==> config.mk <==
export PLATFORM = sky130hd
export DESIGN_NAME = pulse_width_size_sorter_unit
export DESIGN_NICKNAME = d
export VERILOG_FILES = /design/src/design/pwss_pkg.sv /design/src/design/pwss_cfg.sv /design/src/design/pwss_div.sv /design/src/design/pwss_dp.sv /design/src/design/pwss_ctrl.sv /design/src/design/pulse_width_size_sorter_unit.sv
export SDC_FILE = /design/constraint.sdc
export NUM_CORES = 1
export LEC_CHECK = 0
export BUFFER_PORTS_ARGS = -buffer_cell sky130_fd_sc_hd__buf_2
export CAP_MARGIN = 40
export CORE_ASPECT_RATIO = 1.5
export CORE_MARGIN = 2
export CORE_UTILIZATION = 29
export CTS_BUF_LIST = sky130_fd_sc_hd__clkbuf_8
export CTS_CLUSTER_DIAMETER = 30
export DETAILED_ROUTE_END_ITERATION = 6
export HOLD_SLACK_MARGIN = 0.02
export PLACE_DENSITY_LB_ADDON = 0.25
export SLEW_MARGIN = 20
export SYNTH_ARGS = -nofsm -noshare
export SYNTH_HDL_FRONTEND = slang
export SYNTH_SLANG_ARGS = --single-unit
==> constraint.sdc <==
create_clock -name i_clk -period 8.2 [get_ports i_clk]
set_input_delay 0.82 -clock i_clk [delete_from_list [all_inputs] [get_ports i_clk]]
set_output_delay 0.82 -clock i_clk [all_outputs]
set_load 0.005 [all_outputs]
==> src/design/pwss_pkg.sv <==
// Shared types and constants for the pulse width size sorter.
// Used by the configuration, datapath, divider, controller, top and checker files.
package pwss_pkg;

    localparam int COUNT_WIDTH   = 16;
    localparam int TIMEOUT_TICKS = 3;

    localparam int KIND_W    = 3;
    localparam int CAP_W     = 16;
    localparam int SEL_W     = 16;
    localparam int CODE_W    = 3;
    localparam int WIDTH_W   = 18;
    localparam int PERIOD_W  = 17;
    localparam int LED_W     = 3;
    localparam int PCT_SCALE = 100;
    localparam int PCT_W     = $clog2(PCT_SCALE + 1);
    localparam int PROD_W    = COUNT_WIDTH + PCT_W;
    localparam int TICK_W    = $clog2(TIMEOUT_TICKS + 1);
    localparam int PW_W      = TICK_W + PERIOD_W + 2;

    localparam int APB_AW    = 4;
    localparam int APB_DW    = 32;

    localparam logic [WIDTH_W-1:0]  MIN_WIDTH_RST = WIDTH_W'(30000);
    localparam logic [WIDTH_W-1:0]  MAX_WIDTH_RST = WIDTH_W'(50000);
    localparam logic [PERIOD_W-1:0] PERIOD_RST    = PERIOD_W'(65536);

    // Register indexes on the configuration port.
    localparam logic [1:0] REG_MIN_WIDTH    = 2'd0;
    localparam logic [1:0] REG_MAX_WIDTH    = 2'd1;
    localparam logic [1:0] REG_TIMER_PERIOD = 2'd2;

    // Event kinds.
    localparam logic [KIND_W-1:0] K_EDGE   = 3'd0;
    localparam logic [KIND_W-1:0] K_ONOFF  = 3'd1;
    localparam logic [KIND_W-1:0] K_ERASE  = 3'd2;
    localparam logic [KIND_W-1:0] K_Q_STD  = 3'd3;
    localparam logic [KIND_W-1:0] K_Q_OVER = 3'd4;
    localparam logic [KIND_W-1:0] K_Q_UNDR = 3'd5;
    localparam logic [KIND_W-1:0] K_Q_PCT  = 3'd6;
    localparam logic [KIND_W-1:0] K_TICK   = 3'd7;

    // Display codes.
    localparam logic [CODE_W-1:0] D_NONE    = 3'd0;
    localparam logic [CODE_W-1:0] D_STD     = 3'd1;
    localparam logic [CODE_W-1:0] D_OVER    = 3'd2;
    localparam logic [CODE_W-1:0] D_UNDER   = 3'd3;
    localparam logic [CODE_W-1:0] D_PCT     = 3'd4;
    localparam logic [CODE_W-1:0] D_TIMEOUT = 3'd5;

    typedef struct packed {
        logic [KIND_W-1:0] kind;
        logic [CAP_W-1:0]  capture_value;
    } t_in_beat;

    typedef struct packed {
        logic              belt_on;
        logic              item_present_led;
        logic              item_left_led;
        logic              defect_led;
        logic [SEL_W-1:0]  selected_value;
        logic [CODE_W-1:0] display_code;
    } t_out_beat;

    typedef struct packed {
        logic [WIDTH_W-1:0]  min_width;
        logic [WIDTH_W-1:0]  max_width;
        logic [PERIOD_W-1:0] timer_period;
    } t_cfg;

    typedef struct packed {
        logic accept;
        logic div_start;
        logic load;
    } t_dp_cmd;

    typedef struct packed {
        logic is_pct;
        logic div_done;
    } t_dp_stat;

endpackage

==> src/design/pwss_cfg.sv <==
// APB-style register file holding the width limits and the timer period.
// Depends on pwss_pkg.
module pwss_cfg (
    input  logic                         i_clk,
    input  logic                         i_rst_n,
    input  logic                         psel,
    input  logic                         penable,
    input  logic                         pwrite,
    input  logic [pwss_pkg::APB_AW-1:0]  paddr,
    input  logic [pwss_pkg::APB_DW-1:0]  pwdata,
    output logic [pwss_pkg::APB_DW-1:0]  prdata,
    output logic                         pready,
    output pwss_pkg::t_cfg               o_cfg
);
    import pwss_pkg::*;

    t_cfg       r_cfg;
    logic       wr_en;
    logic [1:0] reg_idx;

    assign pready  = 1'b1;
    assign reg_idx = paddr[3:2];
    assign wr_en   = psel && penable && pwrite;

    always_ff @(posedge i_clk) begin
        if (!i_rst_n) begin
            r_cfg.min_width    <= MIN_WIDTH_RST;
            r_cfg.max_width    <= MAX_WIDTH_RST;
            r_cfg.timer_period <= PERIOD_RST;
        end else if (wr_en) begin
            case (reg_idx)
                REG_MIN_WIDTH:    r_cfg.min_width    <= pwdata[WIDTH_W-1:0];
                REG_MAX_WIDTH:    r_cfg.max_width    <= pwdata[WIDTH_W-1:0];
                REG_TIMER_PERIOD: r_cfg.timer_period <= pwdata[PERIOD_W-1:0];
                default: ;
            endcase
        end
    end

    always_comb begin
        case (reg_idx)
            REG_MIN_WIDTH:    prdata = APB_DW'(r_cfg.min_width);
            REG_MAX_WIDTH:    prdata = APB_DW'(r_cfg.max_width);
            REG_TIMER_PERIOD: prdata = APB_DW'(r_cfg.timer_period);
            default:          prdata = '0;
        endcase
    end

    assign o_cfg = r_cfg;

endmodule

==> src/design/pwss_div.sv <==
// Restoring divider, one quotient bit per cycle, for the defective percentage.
// Depends on pwss_pkg.
module pwss_div (
    input  logic                              i_clk,
    input  logic                              i_rst_n,
    input  logic                              i_start,
    input  logic [pwss_pkg::PROD_W-1:0]       i_dividend,
    input  logic [pwss_pkg::COUNT_WIDTH-1:0]  i_divisor,
    output logic                              o_done,
    output logic [pwss_pkg::PROD_W-1:0]       o_quotient
);
    import pwss_pkg::*;

    localparam int CNT_W = $clog2(PROD_W + 1);

    logic [PROD_W-1:0]      r_quo;
    logic [COUNT_WIDTH-1:0] r_rem;
    logic [COUNT_WIDTH-1:0] r_dvs;
    logic [CNT_W-1:0]       r_cnt;
    logic                   r_busy;
    logic                   r_done;
    logic [COUNT_WIDTH:0]   trial;
    logic                   fits;

    assign trial = {r_rem, r_quo[PROD_W-1]};
    assign fits  = trial >= {1'b0, r_dvs};

    always_ff @(posedge i_clk) begin
        if (!i_rst_n) begin
            r_busy <= 1'b0;
            r_done <= 1'b0;
            r_cnt  <= '0;
        end else begin
            r_done <= 1'b0;
            if (i_start) begin
                r_busy <= 1'b1;
                r_cnt  <= CNT_W'(PROD_W);
            end else if (r_busy) begin
                r_cnt <= r_cnt - 1'b1;
                if (r_cnt == CNT_W'(1)) begin
                    r_busy <= 1'b0;
                    r_done <= 1'b1;
                end
            end
        end
    end

    // The dividend bits shift out of the top while quotient bits enter at the bottom.
    always_ff @(posedge i_clk) begin
        if (i_start) begin
            r_quo <= i_dividend;
            r_rem <= '0;
            r_dvs <= i_divisor;
        end else if (r_busy) begin
            r_quo <= {r_quo[PROD_W-2:0], fits};
            r_rem <= fits ? COUNT_WIDTH'(trial - {1'b0, r_dvs}) : trial[COUNT_WIDTH-1:0];
        end
    end

    assign o_done     = r_done;
    assign o_quotient = r_quo;

endmodule

==> src/design/pwss_dp.sv <==
// Datapath: belt and LED state, pulse width measurement, class counters,
// selection and output register. Depends on pwss_pkg and pwss_div.
module pwss_dp (
    input  logic                 i_clk,
    input  logic                 i_rst_n,
    input  pwss_pkg::t_in_beat   i_in_data,
    input  pwss_pkg::t_cfg       i_cfg,
    input  pwss_pkg::t_dp_cmd    i_cmd,
    output pwss_pkg::t_dp_stat   o_stat,
    output pwss_pkg::t_out_beat  o_out_data
);
    import pwss_pkg::*;

    logic                   r_running,  n_running;
    logic                   r_await,    n_await;
    logic [CAP_W-1:0]       r_first,    n_first;
    logic [TICK_W-1:0]      r_ticks,    n_ticks;
    logic [COUNT_WIDTH-1:0] r_total,    n_total;
    logic [COUNT_WIDTH-1:0] r_std,      n_std;
    logic [COUNT_WIDTH-1:0] r_over,     n_over;
    logic [COUNT_WIDTH-1:0] r_under,    n_under;
    logic [COUNT_WIDTH-1:0] r_defect,   n_defect;
    logic [LED_W-1:0]       r_led,      n_led;
    logic [SEL_W-1:0]       r_held,     n_held;
    logic [CODE_W-1:0]      r_code,     n_code;
    logic [PROD_W-1:0]      r_prod;
    t_out_beat              r_out;

    logic [PW_W-1:0]        pulse_w;
    logic                   is_std;
    logic                   is_over;
    logic [TICK_W-1:0]      ticks_inc;
    logic                   div_done;
    logic [PROD_W-1:0]      quotient;

    pwss_div u_div (
        .i_clk      (i_clk),
        .i_rst_n    (i_rst_n),
        .i_start    (i_cmd.div_start),
        .i_dividend (r_prod),
        .i_divisor  (r_total),
        .o_done     (div_done),
        .o_quotient (quotient)
    );

    // The width is exact in PW_W bits; a negative width reads as signed below zero.
    assign pulse_w = PW_W'(i_in_data.capture_value)
                   + PW_W'(r_ticks) * PW_W'(i_cfg.timer_period)
                   - PW_W'(r_first);
    assign is_std  = ($signed(pulse_w) >= $signed(PW_W'(i_cfg.min_width)))
                  && ($signed(pulse_w) <= $signed(PW_W'(i_cfg.max_width)));
    assign is_over = $signed(pulse_w) > $signed(PW_W'(i_cfg.max_width));
    assign ticks_inc = r_ticks + 1'b1;

    always_comb begin
        n_running = r_running;
        n_await   = r_await;
        n_first   = r_first;
        n_ticks   = r_ticks;
        n_total   = r_total;
        n_std     = r_std;
        n_over    = r_over;
        n_under   = r_under;
        n_defect  = r_defect;
        n_led     = r_led;
        n_held    = r_held;
        n_code    = r_code;

        if (i_cmd.accept) begin
            n_code = D_NONE;
            case (i_in_data.kind)
                K_EDGE: begin
                    if (r_running && !r_await) begin
                        n_ticks = '0;
                        n_await = 1'b1;
                        n_first = i_in_data.capture_value;
                        n_led   = {r_led[2], 1'b0, 1'b1};
                    end else if (r_running) begin
                        n_await = 1'b0;
                        n_ticks = '0;
                        n_total = r_total + 1'b1;
                        if (is_std) begin
                            n_std = r_std + 1'b1;
                            n_led = 3'b010;
                        end else begin
                            n_defect = r_defect + 1'b1;
                            n_led    = 3'b110;
                            if (is_over) begin
                                n_over = r_over + 1'b1;
                            end else begin
                                n_under = r_under + 1'b1;
                            end
                        end
                    end
                end
                K_ONOFF: begin
                    n_running = !r_running;
                    n_led     = '0;
                end
                K_ERASE: begin
                    if (!r_running) begin
                        n_total = '0;
                    end
                end
                K_Q_STD: begin
                    n_held = SEL_W'(r_std);
                    n_code = D_STD;
                end
                K_Q_OVER: begin
                    n_held = SEL_W'(r_over);
                    n_code = D_OVER;
                end
                K_Q_UNDR: begin
                    n_held = SEL_W'(r_under);
                    n_code = D_UNDER;
                end
                K_Q_PCT: begin
                    n_code = D_PCT;
                end
                K_TICK: begin
                    if (ticks_inc >= TICK_W'(TIMEOUT_TICKS)) begin
                        n_ticks   = '0;
                        n_running = 1'b0;
                        n_led     = '0;
                        n_code    = D_TIMEOUT;
                    end else begin
                        n_ticks = ticks_inc;
                    end
                end
                default: ;
            endcase
        end

        if (div_done) begin
            if (r_total == '0) begin
                n_held = '0;
            end else if (quotient > PROD_W'(PCT_SCALE)) begin
                n_held = SEL_W'(PCT_SCALE);
            end else begin
                n_held = SEL_W'(quotient);
            end
        end
    end

    always_ff @(posedge i_clk) begin
        if (!i_rst_n) begin
            r_running <= 1'b0;
            r_await   <= 1'b0;
            r_first   <= '0;
            r_ticks   <= '0;
            r_total   <= '0;
            r_std     <= '0;
            r_over    <= '0;
            r_under   <= '0;
            r_defect  <= '0;
            r_led     <= '0;
            r_held    <= '0;
            r_code    <= D_NONE;
        end else begin
            r_running <= n_running;
            r_await   <= n_await;
            r_first   <= n_first;
            r_ticks   <= n_ticks;
            r_total   <= n_total;
            r_std     <= n_std;
            r_over    <= n_over;
            r_under   <= n_under;
            r_defect  <= n_defect;
            r_led     <= n_led;
            r_held    <= n_held;
            r_code    <= n_code;
        end
    end

    // Payload registers: the scaled defective count and the outgoing beat.
    always_ff @(posedge i_clk) begin
        if (i_cmd.accept) begin
            r_prod <= PROD_W'(r_defect) * PROD_W'(PCT_SCALE);
        end
        if (i_cmd.load) begin
            r_out.belt_on          <= r_running;
            r_out.item_present_led <= r_led[0];
            r_out.item_left_led    <= r_led[1];
            r_out.defect_led       <= r_led[2];
            r_out.selected_value   <= r_held;
            r_out.display_code     <= r_code;
        end
    end

    assign o_stat.is_pct   = i_in_data.kind == K_Q_PCT;
    assign o_stat.div_done = div_done;
    assign o_out_data      = r_out;

endmodule

==> src/design/pwss_ctrl.sv <==
// Controller: sequences accept, percentage division and output load.
// Depends on pwss_pkg.
module pwss_ctrl (
    input  logic                i_clk,
    input  logic                i_rst_n,
    input  logic                i_in_valid,
    input  logic                i_out_stall,
    input  pwss_pkg::t_dp_stat  i_stat,
    output pwss_pkg::t_dp_cmd   o_cmd,
    output logic                o_in_stall,
    output logic                o_out_valid
);
    import pwss_pkg::*;

    typedef enum logic [1:0] {
        S_IDLE,
        S_DIV_GO,
        S_DIV_WAIT,
        S_LOAD
    } t_state;

    t_state r_state;
    logic   r_out_valid;
    logic   out_free;

    assign out_free = !r_out_valid || !i_out_stall;

    always_comb begin
        o_cmd.accept    = (r_state == S_IDLE) && i_in_valid;
        o_cmd.div_start = r_state == S_DIV_GO;
        o_cmd.load      = (r_state == S_LOAD) && out_free;
    end

    always_ff @(posedge i_clk) begin
        if (!i_rst_n) begin
            r_state     <= S_IDLE;
            r_out_valid <= 1'b0;
        end else begin
            if (o_cmd.load) begin
                r_out_valid <= 1'b1;
            end else if (!i_out_stall) begin
                r_out_valid <= 1'b0;
            end
            case (r_state)
                S_IDLE: begin
                    if (i_in_valid) begin
                        r_state <= i_stat.is_pct ? S_DIV_GO : S_LOAD;
                    end
                end
                S_DIV_GO: begin
                    r_state <= S_DIV_WAIT;
                end
                S_DIV_WAIT: begin
                    if (i_stat.div_done) begin
                        r_state <= S_LOAD;
                    end
                end
                S_LOAD: begin
                    if (out_free) begin
                        r_state <= S_IDLE;
                    end
                end
                default: r_state <= S_IDLE;
            endcase
        end
    end

    assign o_in_stall  = r_state != S_IDLE;
    assign o_out_valid = r_out_valid;

endmodule

==> src/design/pulse_width_size_sorter_unit.sv <==
// Conveyor size sorter. One result beat per input beat. For edges, buttons, count
// queries and overflow ticks the beat is taken, then its result is placed in the
// output register, and the next beat is taken in the cycle after.
// A percentage query first passes through the bit-serial divider, which forms one
// quotient bit per cycle, before its result is loaded. A stalled output holds
// the block in its load step until the waiting beat is taken.
// Depends on pwss_pkg, pwss_cfg, pwss_dp, pwss_div and pwss_ctrl.
module pulse_width_size_sorter_unit (
    input  logic                         i_clk,
    input  logic                         i_rst_n,
    input  logic                         i_in_valid,
    output logic                         o_in_stall,
    input  pwss_pkg::t_in_beat           i_in_data,
    output logic                         o_out_valid,
    input  logic                         i_out_stall,
    output pwss_pkg::t_out_beat          o_out_data,
    input  logic                         psel,
    input  logic                         penable,
    input  logic                         pwrite,
    input  logic [pwss_pkg::APB_AW-1:0]  paddr,
    input  logic [pwss_pkg::APB_DW-1:0]  pwdata,
    output logic [pwss_pkg::APB_DW-1:0]  prdata,
    output logic                         pready
);
    import pwss_pkg::*;

    t_cfg     cfg;
    t_dp_cmd  cmd;
    t_dp_stat stat;

    pwss_cfg u_cfg (
        .i_clk   (i_clk),
        .i_rst_n (i_rst_n),
        .psel    (psel),
        .penable (penable),
        .pwrite  (pwrite),
        .paddr   (paddr),
        .pwdata  (pwdata),
        .prdata  (prdata),
        .pready  (pready),
        .o_cfg   (cfg)
    );

    pwss_dp u_dp (
        .i_clk      (i_clk),
        .i_rst_n    (i_rst_n),
        .i_in_data  (i_in_data),
        .i_cfg      (cfg),
        .i_cmd      (cmd),
        .o_stat     (stat),
        .o_out_data (o_out_data)
    );

    pwss_ctrl u_ctrl (
        .i_clk       (i_clk),
        .i_rst_n     (i_rst_n),
        .i_in_valid  (i_in_valid),
        .i_out_stall (i_out_stall),
        .i_stat      (stat),
        .o_cmd       (cmd),
        .o_in_stall  (o_in_stall),
        .o_out_valid (o_out_valid)
    );

endmodule

Word-level counts from Yosys, hierarchy flattened
Cells that the tools add are included.
{"block": "op_classes", "n_addsub": 10, "muxes": 41, "reduce_logical": 42, "eq_ne": 22, "mul": 2, "bitwise_logic": 5, "magnitude_cmp": 6}
{"operator": "$mux 16", "count": 8}
{"operator": "$add 16x1->16 const B", "count": 5}
{"operator": "$pmux 18 s3", "count": 1}
{"operator": "$pmux 16 s3", "count": 1}
{"operator": "$mux 23", "count": 2}
{"operator": "$pmux 16 s2", "count": 1}
{"operator": "$gt 23x7->1 const B", "count": 1}
{"operator": "$ge 21x19->1", "count": 1}
{"operator": "$gt 21x19->1", "count": 1}
{"operator": "$le 21x19->1", "count": 1}
{"operator": "$mul 16x5->21 const B", "count": 1}
{"operator": "$sub 21x16->21", "count": 1}
{"operator": "$add 16x19->20", "count": 1}
{"operator": "$reduce_and 5->1", "count": 4}
{"operator": "$mul 2x17->19", "count": 1}
{"operator": "$ge 17x16->1", "count": 1}
{"operator": "$logic_not 16->1", "count": 1}
{"operator": "$sub 16x16->16", "count": 1}
{"operator": "$mux 3", "count": 5}
{"operator": "$pmux 3 s5", "count": 1}
{"operator": "$reduce_and 3->1", "count": 5}
{"operator": "$mux 2", "count": 7}
{"operator": "$reduce_bool 2->1", "count": 7}
{"operator": "$eq 3x3->1 const B", "count": 4}
{"operator": "other kinds (30)", "count": 66}
{"block": "totals", "wordCells": 161, "ff_bits": 284}

Logic depth before layout (Yosys ltp)
{"block": "depth", "ltp_word": 9, "mapped_depth": 32}

Modules after synthesis
From an unflattened synthesis, not the netlist that was laid out.
{"block": "unflattened", "cells_unflattened": 1967, "area_unflattened_um2": 17909.7}
{"module": "pwss_dp", "instances": 1, "cells_per_inst": 1325, "area_per_inst_um2": 11571.1}
{"module": "pwss_div", "instances": 1, "cells_per_inst": 328, "area_per_inst_um2": 3489.6}
{"module": "pwss_cfg", "instances": 1, "cells_per_inst": 288, "area_per_inst_um2": 2615.0}
{"module": "pwss_ctrl", "instances": 1, "cells_per_inst": 26, "area_per_inst_um2": 234.0}

Worst setup path before layout
Ideal clock, no wire load.
{"block": "synth_timing", "kind": "register to register", "startpoint": "register u_dp.r_ticks[1]", "endpoint": "register u_dp.r_std[10]", "t_arrival_ns": 7.035, "period_less_slack_ns": 7.107, "path_slack_ns": 1.093, "required_time_ns": 8.128, "path_buffers": 3, "path_stages_with_launch": 30, "path_cell_list": "dfxtp_1 > clkbuf_1 > clkbuf_1 > nand2_1 > fa_1 > inv_1 > ha_1 > fa_1 > a211oi_1 > o21ai_1 > a21oi_1 > xnor2_1 > ha_1 > or4_1 > o22ai_2 > o21ai_1 > o41ai_2 > nand2_1 > xor2_1 > ha_1 > nand4_1 > or4_1 > o32ai_1 > a31oi_2 > a211oi_1 > and2_1 > a32oi_1 > clkbuf_1 > nor4b_1 > mux2i_1"}
{"block": "synth_between", "elab_chain_cells": 6, "elab_cells_between_ends": 7}
{"element": "start: declaration", "line": "pwss_dp.sv:17", "rtl": "logic [TICK_W-1:0] r_ticks, n_ticks;"}
{"element": "start signal: assignment", "line": "pwss_dp.sv:163", "rtl": "r_ticks <= n_ticks;"}
{"element": "$mul 2x17->19 (*)", "line": "pwss_dp.sv:48", "rtl": "+ PW_W'(r_ticks) * PW_W'(i_cfg.timer_period)"}
{"element": "$add 16x19->20 (*)", "line": "pwss_dp.sv:48"}
{"element": "$sub 21x16->21 (*)", "line": "pwss_dp.sv:49", "rtl": "- PW_W'(r_first);"}
{"element": "$ge 21x19->1 or $le 21x19->1 (tied branches)", "line": "pwss_dp.sv:50, pwss_dp.sv:51"}
{"element": "$logic_and 1x1->1 (*)", "line": "pwss_dp.sv:51", "rtl": "&& ($signed(pulse_w) <= $signed(PW_W'(i_cfg.max_width)));"}
{"element": "$reduce_and 5->1 (no line) (*)"}
{"element": "end signal: assignment", "line": "pwss_dp.sv:165", "rtl": "r_std <= n_std;"}
{"element": "end: declaration", "line": "pwss_dp.sv:19", "rtl": "logic [COUNT_WIDTH-1:0] r_std, n_std;"}
Mark *: on every way between the ends. The rest lies on a longest branch, timed or not.
A chain may end at the register's enable or synchronous reset.

Final worst setup path
Ends and elaborated chain as after synthesis.

==> impl_metrics.csv <==
group,metric,value,unit
synthesis,synthXorXnorAreaFrac,0.0335,
run_status,run_status,"finished, final reports clean",
cells_and_area,multi_input_area,10200,um2
place,port_buffers,88,
synthesis,syn_inst,2034,
grt,grt_pass1_vias,14400,
routing,met3WireLength,1780,um
sta,fmaxAchievable,132,MHz
setup_path,slowest_stage,"or4_1",
synthesis,synth-simple-area-share,0.184,
cells_and_area,fill_cells,6331,
pwr,p_total,5.04,mW
setup_path,r2r_slack,0.61,ns
sta,rsz0062_at_grt,"no",
floorplan,ioPinCount,120,
hold_path,hold_class,"flip-flop to flip-flop",
synthesis,postSynthAreaPerCell,8.71,um2
sta,setup_tns,0,ns
synthesis,ys_types,79,
sta,slew_violations,0,
setup_path,crit_arrival,8.15,ns
pwr,pwr-share-clk,0.406,
pwr,power_frac_comb,0.233,
synthesis,synth_area,17700,um2
cts,clk_pin_slew,0.05,ns
pwr,netSwitchingFraction,0.312,
hold_path,min_to,"u_dp.o_out_data[16]",
routing,initialDrtViolationCount,622,
cells_and_area,drive_above_1_share,0.133,
cts,cts_tree,"done",
setup_path,slowest_delay,0.58,ns
cells_and_area,nNetsFinal,2380,
synthesis,synth_edf_count,83,
floorplan,rows,111,
routing,wire_per_inst,15.7,um
synthesis,synth_top_family_by_area,"simple AND/OR/NAND/NOR gates",
floorplan,core-area,60800,um2
cells_and_area,layout_commonest_cell,"nand2_1",
setup_path,timing.rr.end,"u_dp.r_std[10]",
pwr,powerDensity,242,nW/um2
cts,cts_made_buffers,75,
cells_and_area,layout_common_cells,"nand2_1 (314), dfxtp_1 (200), inv_1 (196)",
sta,timing.final.hold_violations,0,
cts,htree_levels,3,
synthesis,synth.area.mux_share,0.0582,
sta,tightest_slew,0.797,ns
synthesis,synthAdderAreaFrac,0.139,
sta,relSlewSlack,0.469,
pwr,switching_power,1.57,mW
sta,post-route-period-util,0.926,
routing,drt_wl_total,46900,um
routing,antenna_left,0,
synthesis,ys_seq_elements,284,
floorplan,chipHeight,307,um
grt,grt-ovfl-total,0,
sta,setup_violations,0,
routing,via_count,14500,
synthesis,synth_compound_area_frac,0.152,
sta,period_needed,7.59,ns
pwr,cellLeakagePower,8.57,nW
floorplan,initial_core_util,0.291,
cells_and_area,fin_area,20800,um2
grt,grt_max_degree,65,
pwr,peakVddDrop,0.000153,V
cts,postCtsSetupBuffers,0,
routing,via_per_inst,4.84,
routing,wl_met1,18300,um
synthesis,seq_area_frac_synth,0.368,
cells_and_area,seq_area,6520,um2
synthesis,synthFlopType,"dfxtp_1",
place,place_area,19000,um2
floorplan,die_area,63100,um2
cts,clock_sinks,284,
setup_path,path_class,"flip-flop to flip-flop",
hold_path,worstHoldStart,"u_dp.r_held[13]",
routing,wl_met2,24800,um
setup_path,reg2reg_from,"u_dp.r_ticks[1]",
setup_path,crit_path_start_kind,"flip-flop",
floorplan,chipWidth,206,um
cts,clk_latency,0.66,ns
grt,track_usage,0.150,
place,place_congestion,0.831,
routing,highest_layer,"met4",
setup_path,r2r_cells,26,
routing,drc,0,
grt,grt_pass1_wl,74500,um
setup_path,worst_setup_path_end_kind,"flip-flop",
cts,cts_root_buffer,"clkbuf_8",
setup_path,path_max_fanout,23,
synthesis,async_flop_share,0,
cells_and_area,syn_to_final_growth,17.3,%
routing,dr.pass1.iters,5,
cts,cts_hold_buf,0,
setup_path,cp.required,8.76,ns
cts,clockBufferDepth,3,
synthesis,synth_warnings,0,
sta,clock_skew,0.0322,ns
place,dpl.hpwl,35200,um
pwr,internal-power,3.47,mW
run,cap_violations,0,
pwr,p_seq_frac,0.361,
hold_path,hold_depth,0,
grt,antenna_found_initial,7,
[per-stage QoR]
| step | instances | hold slack [ns] | worst slack [ns] | util |
|---|---|---|---|---|
| final | 2994 | 0.418 | 0.607 | 0.342 |
| after global routing | 2994 | 0.408 | 0.0436 | 0.342 |
| after CTS | 2990 | 0.373 | 0.381 | 0.341 |
| after detailed placement | 2852 | 0.421 | 0.0688 | 0.313 |
| after global placement | 2848 | 0.417 | 0.254 | 0.312 |
| after floorplan | 2047 | 0.402 | 1.09 | - |
[critical path, delay by kind of cell (launching register included)]
kind                       cells  cell delay (ns)
muxes                          1             0.23
and+or+nand+nor                7             2.22
xor gates and xnor gates       2             0.28
buffers and inverters          2             0.52
DFF                            1             0.37
AOI/OAI and AO/OA             10             2.35
adders and majority gates      4             1.53
[registers in the layout, summed over array words and instances, names as in the netlist, 2 cells and up]
register               cells
u_cfg.o_cfg               53
u_dp.r_code                3
u_dp.u_div.r_cnt           5
u_dp.r_held               16
u_ctrl.r_state             2
u_dp.r_prod               21
u_dp.r_ticks               2
u_dp.r_total              16
u_dp.u_div.o_quotient     23
u_dp.r_led                 3
u_dp.r_first              16
u_dp.r_over               16
u_dp.r_defect             16
u_dp.u_div.r_rem          16
u_dp.r_std                16
u_dp.u_div.r_dvs          16
u_dp.o_out_data           23
u_dp.r_under              16
[metal layers]
layer	global-route usage	vias to the layer above
met5	0	-
met4	0.0797	0
met3	0.0248	90
met2	0.280	289
met1	0.159	6797
li1	-	7301
[cells in the mapped netlist, drive strengths merged, types with 22 or more instances]
| library cell | instances | area (um2) |
|---|---|---|
| inv | 184 | 691 |
| o21ai | 74 | 374 |
| buf | 24 | 163 |
| mux2 | 22 | 251 |
| a21oi | 174 | 871 |
| nor3 | 26 | 135 |
| nand3 | 44 | 220 |
| nand2 | 314 | 1180 |
| o211ai | 34 | 255 |
| clkbuf | 76 | 285 |
| mux2i | 78 | 781 |
| fa | 29 | 581 |
| ha | 151 | 1890 |
| nand4 | 22 | 138 |
| nand2b | 48 | 300 |
| xor2 | 26 | 228 |
| a21o | 22 | 165 |
| dfxtp | 201 | 4020 |
| edfxtp | 83 | 2490 |
| xnor2 | 41 | 367 |
| nor2 | 106 | 398 |
| a211oi | 26 | 200 |
[area by class of cell]
class / count / area share
Clock inverter: 52 / 0.0267
Inverter: 185 / 0.0335
Multi-Input combinational cell: 1478 / 0.489
Antenna cell: 4 / 0.000481
Tap cell: 791 / 0.0476
Clock buffer: 86 / 0.0569
Timing Repair Buffer: 114 / 0.0320
Sequential cell: 284 / 0.313
[repair_timing]
item,4_1_cts,5_1_grt
endpoints found under the hold margin,0,0
endpoints found under the setup margin,0,12
gates resized for setup,0,3
[cell families (layout without fill, tap and decap cells)]
group,count (synthesis),count (layout)
fa+ha+maj,180,180
flops,284,284
xor+xnor,67,67
mux,100,100
buf+inv,285,437
other cells,2,19
simple gates,688,688
compound gates,428,428
[worst max-delay path by stage]
stage | from | endpoint | slack, ns | depth (start not counted)
floorplan | u_dp.r_ticks[1] | u_dp.r_std[10] | 1.09 | 29
global placement | i_in_data[1] | u_dp.r_std[2] | 0.25 | 28
detailed placement | i_in_data[1] | u_dp.r_std[10] | 0.07 | 28
CTS | u_dp.r_ticks[0] | u_dp.r_std[10] | 0.38 | 29
global route | u_dp.r_ticks[1] | u_dp.r_std[7] | 0.04 | 29
finish | u_dp.r_ticks[1] | u_dp.r_std[10] | 0.61 | 26
[power groups by stage]
stage          combinational [mW]  clock (mW)  sequential (mW)
2_1_floorplan               0.902           0             1.81
3_3_place_gp                 1.14           0             1.84
3_5_place_dp                 1.19           0             1.85
4_1_cts                      1.19        2.11             1.82
5_1_grt                      1.33        2.18             1.84
6_report                     1.18        2.05             1.82
Note: power is estimated with default switching activity, not from simulation.
